## src/pas_pkg.sv

```systemverilog
`timescale 1ns / 1ps
`default_nettype none
package pas_pkg;
    localparam int POS_W     = 32;
    localparam int DT_W      = 16;
    localparam int GAIN_W    = 20;
    localparam int SOFT_W    = 16;
    localparam int DAMP_W    = 16;
    localparam int CUR_W     = 16;
    localparam int LIFE_W    = 16;
    localparam int DIFF_W    = 34;
    localparam int MAG_W     = 32;
    localparam int GDT_W     = GAIN_W + DT_W;
    localparam int SQ_W      = 64;
    localparam int NUM_W     = GDT_W + MAG_W;
    localparam int DIV_STEPS = 41;
    localparam int Q_W       = DIV_STEPS;
    localparam int TOP_W     = NUM_W - DIV_STEPS;
    localparam int ADDR_W    = 4;
    localparam int DATA_W    = 32;

    localparam logic [GAIN_W-1:0] GAIN_RST = GAIN_W'(500000);
    localparam logic [SOFT_W-1:0] SOFT_RST = SOFT_W'(100);
    localparam logic [DAMP_W-1:0] DAMP_RST = DAMP_W'(64881);

    typedef enum logic [1:0] {
        MODE_NONE    = 2'd0,
        MODE_ATTRACT = 2'd1,
        MODE_REPEL   = 2'd2
    } t_mode;

    typedef enum logic [1:0] {
        REG_GAIN = 2'd0,
        REG_SOFT = 2'd1,
        REG_DAMP = 2'd2
    } t_reg;

    typedef struct packed {
        logic [GAIN_W-1:0] gain;
        logic [SOFT_W-1:0] soften;
        logic [DAMP_W-1:0] damp;
    } t_cfg;

    typedef struct packed {
        logic              active_in;
        logic [LIFE_W-1:0] life_left;
        logic [POS_W-1:0]  pos_x_in;
        logic [POS_W-1:0]  pos_y_in;
        logic [POS_W-1:0]  vel_x_in;
        logic [POS_W-1:0]  vel_y_in;
        logic [CUR_W-1:0]  cursor_x;
        logic [CUR_W-1:0]  cursor_y;
        logic [1:0]        force_mode;
        logic [DT_W-1:0]   time_step;
        logic              last_particle;
    } t_item;

    typedef struct packed {
        logic             live;
        logic             clr;
        logic             frc;
        logic             sub;
        logic             last;
        logic             sgnx;
        logic             sgny;
        logic [DT_W-1:0]  dt;
        logic [POS_W-1:0] px;
        logic [POS_W-1:0] py;
        logic [POS_W-1:0] vx;
        logic [POS_W-1:0] vy;
    } t_side;

    typedef struct packed {
        t_side             side;
        logic [SQ_W-1:0]   den;
        logic [NUM_W-1:0]  nx;
        logic [NUM_W-1:0]  ny;
    } t_front;

    typedef struct packed {
        logic             active_out;
        logic             clear_alpha;
        logic [POS_W-1:0] pos_x_out;
        logic [POS_W-1:0] pos_y_out;
        logic [POS_W-1:0] vel_x_out;
        logic [POS_W-1:0] vel_y_out;
        logic             last_out;
    } t_result;
endpackage
`default_nettype wire

```

## src/pas_cfg.sv

```systemverilog
`timescale 1ns / 1ps
`default_nettype none
module pas_cfg (
    input  logic                        i_clk,
    input  logic                        i_rst_n,
    input  logic                        psel,
    input  logic                        penable,
    input  logic                        pwrite,
    input  logic [pas_pkg::ADDR_W-1:0]  paddr,
    input  logic [pas_pkg::DATA_W-1:0]  pwdata,
    output logic [pas_pkg::DATA_W-1:0]  prdata,
    output logic                        pready,
    output pas_pkg::t_cfg               o_cfg
);
    import pas_pkg::*;

    t_cfg r_cfg;
    t_cfg n_cfg;
    logic w_wr;
    t_reg w_idx;

    assign pready = 1'b1;
    assign w_wr   = psel && penable && pwrite;
    assign w_idx  = t_reg'(paddr[ADDR_W-1:2]);
    assign o_cfg  = r_cfg;

    // decode the write beat
    always_comb begin
        n_cfg = r_cfg;
        if (w_wr) begin
            case (w_idx)
                REG_GAIN: n_cfg.gain   = pwdata[GAIN_W-1:0];
                REG_SOFT: n_cfg.soften = pwdata[SOFT_W-1:0];
                REG_DAMP: n_cfg.damp   = pwdata[DAMP_W-1:0];
                default:  n_cfg = r_cfg;
            endcase
        end
    end

    always_ff @(posedge i_clk) begin
        if (!i_rst_n) begin
            r_cfg.gain   <= GAIN_RST;
            r_cfg.soften <= SOFT_RST;
            r_cfg.damp   <= DAMP_RST;
        end else begin
            r_cfg <= n_cfg;
        end
    end

    // read back
    always_comb begin
        case (w_idx)
            REG_GAIN: prdata = DATA_W'(r_cfg.gain);
            REG_SOFT: prdata = DATA_W'(r_cfg.soften);
            REG_DAMP: prdata = DATA_W'(r_cfg.damp);
            default:  prdata = '0;
        endcase
    end
endmodule
`default_nettype wire

```

## config.mk

```make
export PLATFORM = sky130hd
export DESIGN_NAME = pas_cfg
export DESIGN_NICKNAME = d
export VERILOG_FILES = /design/src/pas_pkg.sv /design/src/pas_cfg.sv
export SDC_FILE = /design/constraint.sdc
export NUM_CORES = 1
export LEC_CHECK = 0
export BUFFER_PORTS_ARGS = -buffer_cell sky130_fd_sc_hd__clkbuf_2
export CAP_MARGIN = 20
export CORE_UTILIZATION = 41
export CTS_CLUSTER_DIAMETER = 80
export DETAILED_ROUTE_END_ITERATION = 8
export HOLD_SLACK_MARGIN = 0.12
export PLACE_DENSITY = 0.75
export SLEW_MARGIN = 20
export SYNTH_ARGS = -nofsm -noshare
export SYNTH_HDL_FRONTEND = slang
export SYNTH_SLANG_ARGS = --single-unit
```

## constraint.sdc

```tcl
create_clock -name i_clk -period 2 [get_ports i_clk]
set_clock_uncertainty 0.1 [all_clocks]
set_input_delay 0.6 -clock i_clk [delete_from_list [all_inputs] [get_ports i_clk]]
set_output_delay 0.6 -clock i_clk [all_outputs]
set_load 0.01 [all_outputs]
```

==> flow_summary.json <==
{
  "vias": 2341,
  "combPwrFrac": 0.149,
  "path_delay_family": "buffers and inverters",
  "grt_pass1_wl_mm": 9.99,
  "synth.distinct_cells": 26,
  "start_util": 0.429,
  "io_pins": 126,
  "largest_reg_flops": 52,
  "path_clk_slew_ns": 0.08,
  "fp.dieArea_um2": 6590,
  "portBuffers": 98,
  "detailedPlace.worstSlack_ns": -0.120,
  "routabilityCongestion": 0.732,
  "die_h_um": 81.2,
  "hold_class": "reg2reg",
  "viasPerCell": 4.93,
  "globalRouteOverflowTotal": 0,
  "die_w_um": 81.2,
  "finalInstanceArea_um2": 3440,
  "crit_arrival_ns": 1.43,
  "synthesis.area_um2": 2570,
  "drt_first_pass_iters": 4,
  "clockBufferDepth": 2,
  "multi_input_area_um2": 1360,
  "hpwl_mm": 4.74,
  "mostFrequentLayoutCell": "clkbuf_2",
  "max_stage_delay_ns": 0.31,
  "cap_viol_max_count": 0,
  "synth_seq_cells": 52,
  "synth_area_leaders": "dfxtp_1 40%, mux2i_1 19%, nand2_1 9.3%",
  "cts_buffers": 5,
  "r2r-start": "o_cfg[21]",
  "num_antenna_cells": 0,
  "async_reset_ff_frac": 0,
  "cp_max_fo": 5,
  "setup_slack_ns": -0.129,
  "first_global_vias": 2027,
  "failed_checks": "setup timing",
  "endpoint_kind": "output port",
  "yosysWarningCount": 0,
  "post-synth-top-area-fraction": 0.405,
  "ctsHoldBuffers": 0,
  "synth_top_area_cell": "dfxtp_1",
  "htree_num_levels": 2,
  "drt-total-wl_mm": 6.63,
  "finalHoldViolCount": 0,
  "crit_start": "paddr[3]",
  "p_seq_frac": 0.521,
  "postPlaceCellArea_um2": 3150,
  "cp_cell_sequence": "buf_8 -> and2b_4 -> buf_8 -> nand2_2 -> o21ai_1 -> buf_2",
  "seqCellArea_um2": 1040,
  "clkSinkCount": 52,
  "antenna_found_initial": 0,
  "required_ns": 1.30,
  "crit_type": "in2out",
  "synth_flop_cell": "dfxtp_1",
  "synth_edf_count": 0,
  "coreArea_um2": 5990,
  "drc": 0,
  "p_int_w": 0.00154,
  "ant_nets": 0,
  "fin_crit_sh": 1.06,
  "insertion_delay_ns": 0.30,
  "rows": 28,
  "layout-area-overhead-vs-synth_pct": 33.7,
  "switching_share": 0.246,
  "cts_tree": "done",
  "syn_avg_cell_area_um2": 8.78,
  "power_density_nw_per_um2": 595,
  "crit_buf_inv": 3,
  "peakVddDrop_v": 0.000320,
  "mostFrequentLayoutCells": "78 x clkbuf_2, 52 x dfxtp_1, 48 x nand2_1",
  "setup_viol": 17,
  "worst_hold_startpoint": "o_cfg[41]",
  "power.switching_w": 0.000502,
  "synth_cells": 293,
  "cts_root_buf": "clkbuf_8",
  "p_total_w": 0.00204,
  "power_frac_clock": 0.330,
  "startpoint_type": "input port",
  "drt-initial-drc-count": 72,
  "layout-drive-gt1-share": 0.425,
  "post-route-min-period_ns": 2.13,
  "maxSlewViolCount": 0,
  "p_leak_nw": 1.72,
  "holdWs_ns": 0.378,
  "ys_seq_area_frac": 0.405,
  "grt_max_degree": 72,
  "status": "finished with violations",
  "fin_util": 0.574,
  "crit_path_frequent_cell": "buf_8",
  "rsz0062_at_grt": "yes",
  "cp_slowest_cell": "and2b_4",
  "post_drt_wl_per_cell_um": 14.0,
  "nFillCells": 552,
  "fin_nets": 442,
  "grt_util_all_layers": 0.200,
  "max_freq_mhz": 470
}
[repair_timing]
| item | in CTS | in global routing |
|---|---|---|
| cloned | 1 | 1 |
| pin swaps | 3 | 6 |
| endpoints found under the hold margin | 0 | 0 |
| buffers inserted | 1 | 4 |
| endpoints found under the setup margin | 17 | 19 |
| gates resized for setup | 14 | 53 |
[layer usage]
layer,vias up,part of all wire,GRT usage
met5,-,0,0
met4,0,0.0068,0.0482
met3,5,0.048,0.0461
met2,78,0.50,0.344
met1,1094,0.45,0.253
li1,1164,-,-
[cells in the mapped netlist (2+ instances only)]
master	instances
nand2_1	64
dfxtp_1	52
mux2i_1	48
o21ai_0	26
buf_4	17
inv_1	16
o211ai_2	10
buf_2	8
a21oi_1	7
nand3_1	7
clkbuf_1	6
o211ai_1	6
nand2b_1	5
buf_6	3
nor2b_1	3
nor3_1	3
and2_1	2
conb_1	2
[path summary, 6_finish.rpt]
path / end / slack [ns] / cells past startpoint
setup / recovery: prdata[3] / -0.13 / 6
hold / removal: o_cfg[41] / 0.38 / 2
setup reg to reg: o_cfg[21] / 1.12 / 3
hold reg to reg: o_cfg[41] / 0.38 / 2
[stage by stage]
step,std cells,TNS (ns)
4_1_cts,470,-1.50
6_report,475,-1.71
5_1_grt,475,-2.33
2_1_floorplan,304,-0.0236
3_3_place_gp,462,-1.42
3_5_place_dp,462,-1.53
[final cells by class]
type                    instances  share of cell area
clock inverters                 1             0.00873
repair buffers                125               0.229
flip-flops and latches         52               0.303
clock buffers                   5              0.0200
multi-input cells             201               0.394
well taps                      75              0.0273
inverters                      16              0.0175
[logic make-up (layout without fill, tap and decap cells)]
group,count (synthesis),count (layout),share of synthesized area
flip-flops,52,52,0.405
buffers and inverters,51,147,0.116
AO/OA/AOI/OAI,50,50,0.133
other,2,13,0.00292
AND/OR/NAND/NOR,90,90,0.156
multiplexers,48,48,0.187
[worst reg2reg max path, delay by kind of cell (launching register included)]
kind | cells | cell delay, ns
DFF | 1 | 0.34
AOI/OAI and AO/OA | 2 | 0.17
and+or+nand+nor | 1 | 0.15
[power groups by stage]
| stage | sequential, W | clock, W | combinational [W] |
|---|---|---|---|
| after floorplan | 0.00109 | 0 | 0.000175 |
| after global placement | 0.00109 | 0 | 0.000261 |
| after detailed placement | 0.00109 | 0 | 0.000266 |
| after CTS | 0.00106 | 0.000688 | 0.000277 |
| after global routing | 0.00107 | 0.000732 | 0.000332 |
| final | 0.00106 | 0.000675 | 0.000304 |
No activity file was read; power rests on OpenSTA's default activity.
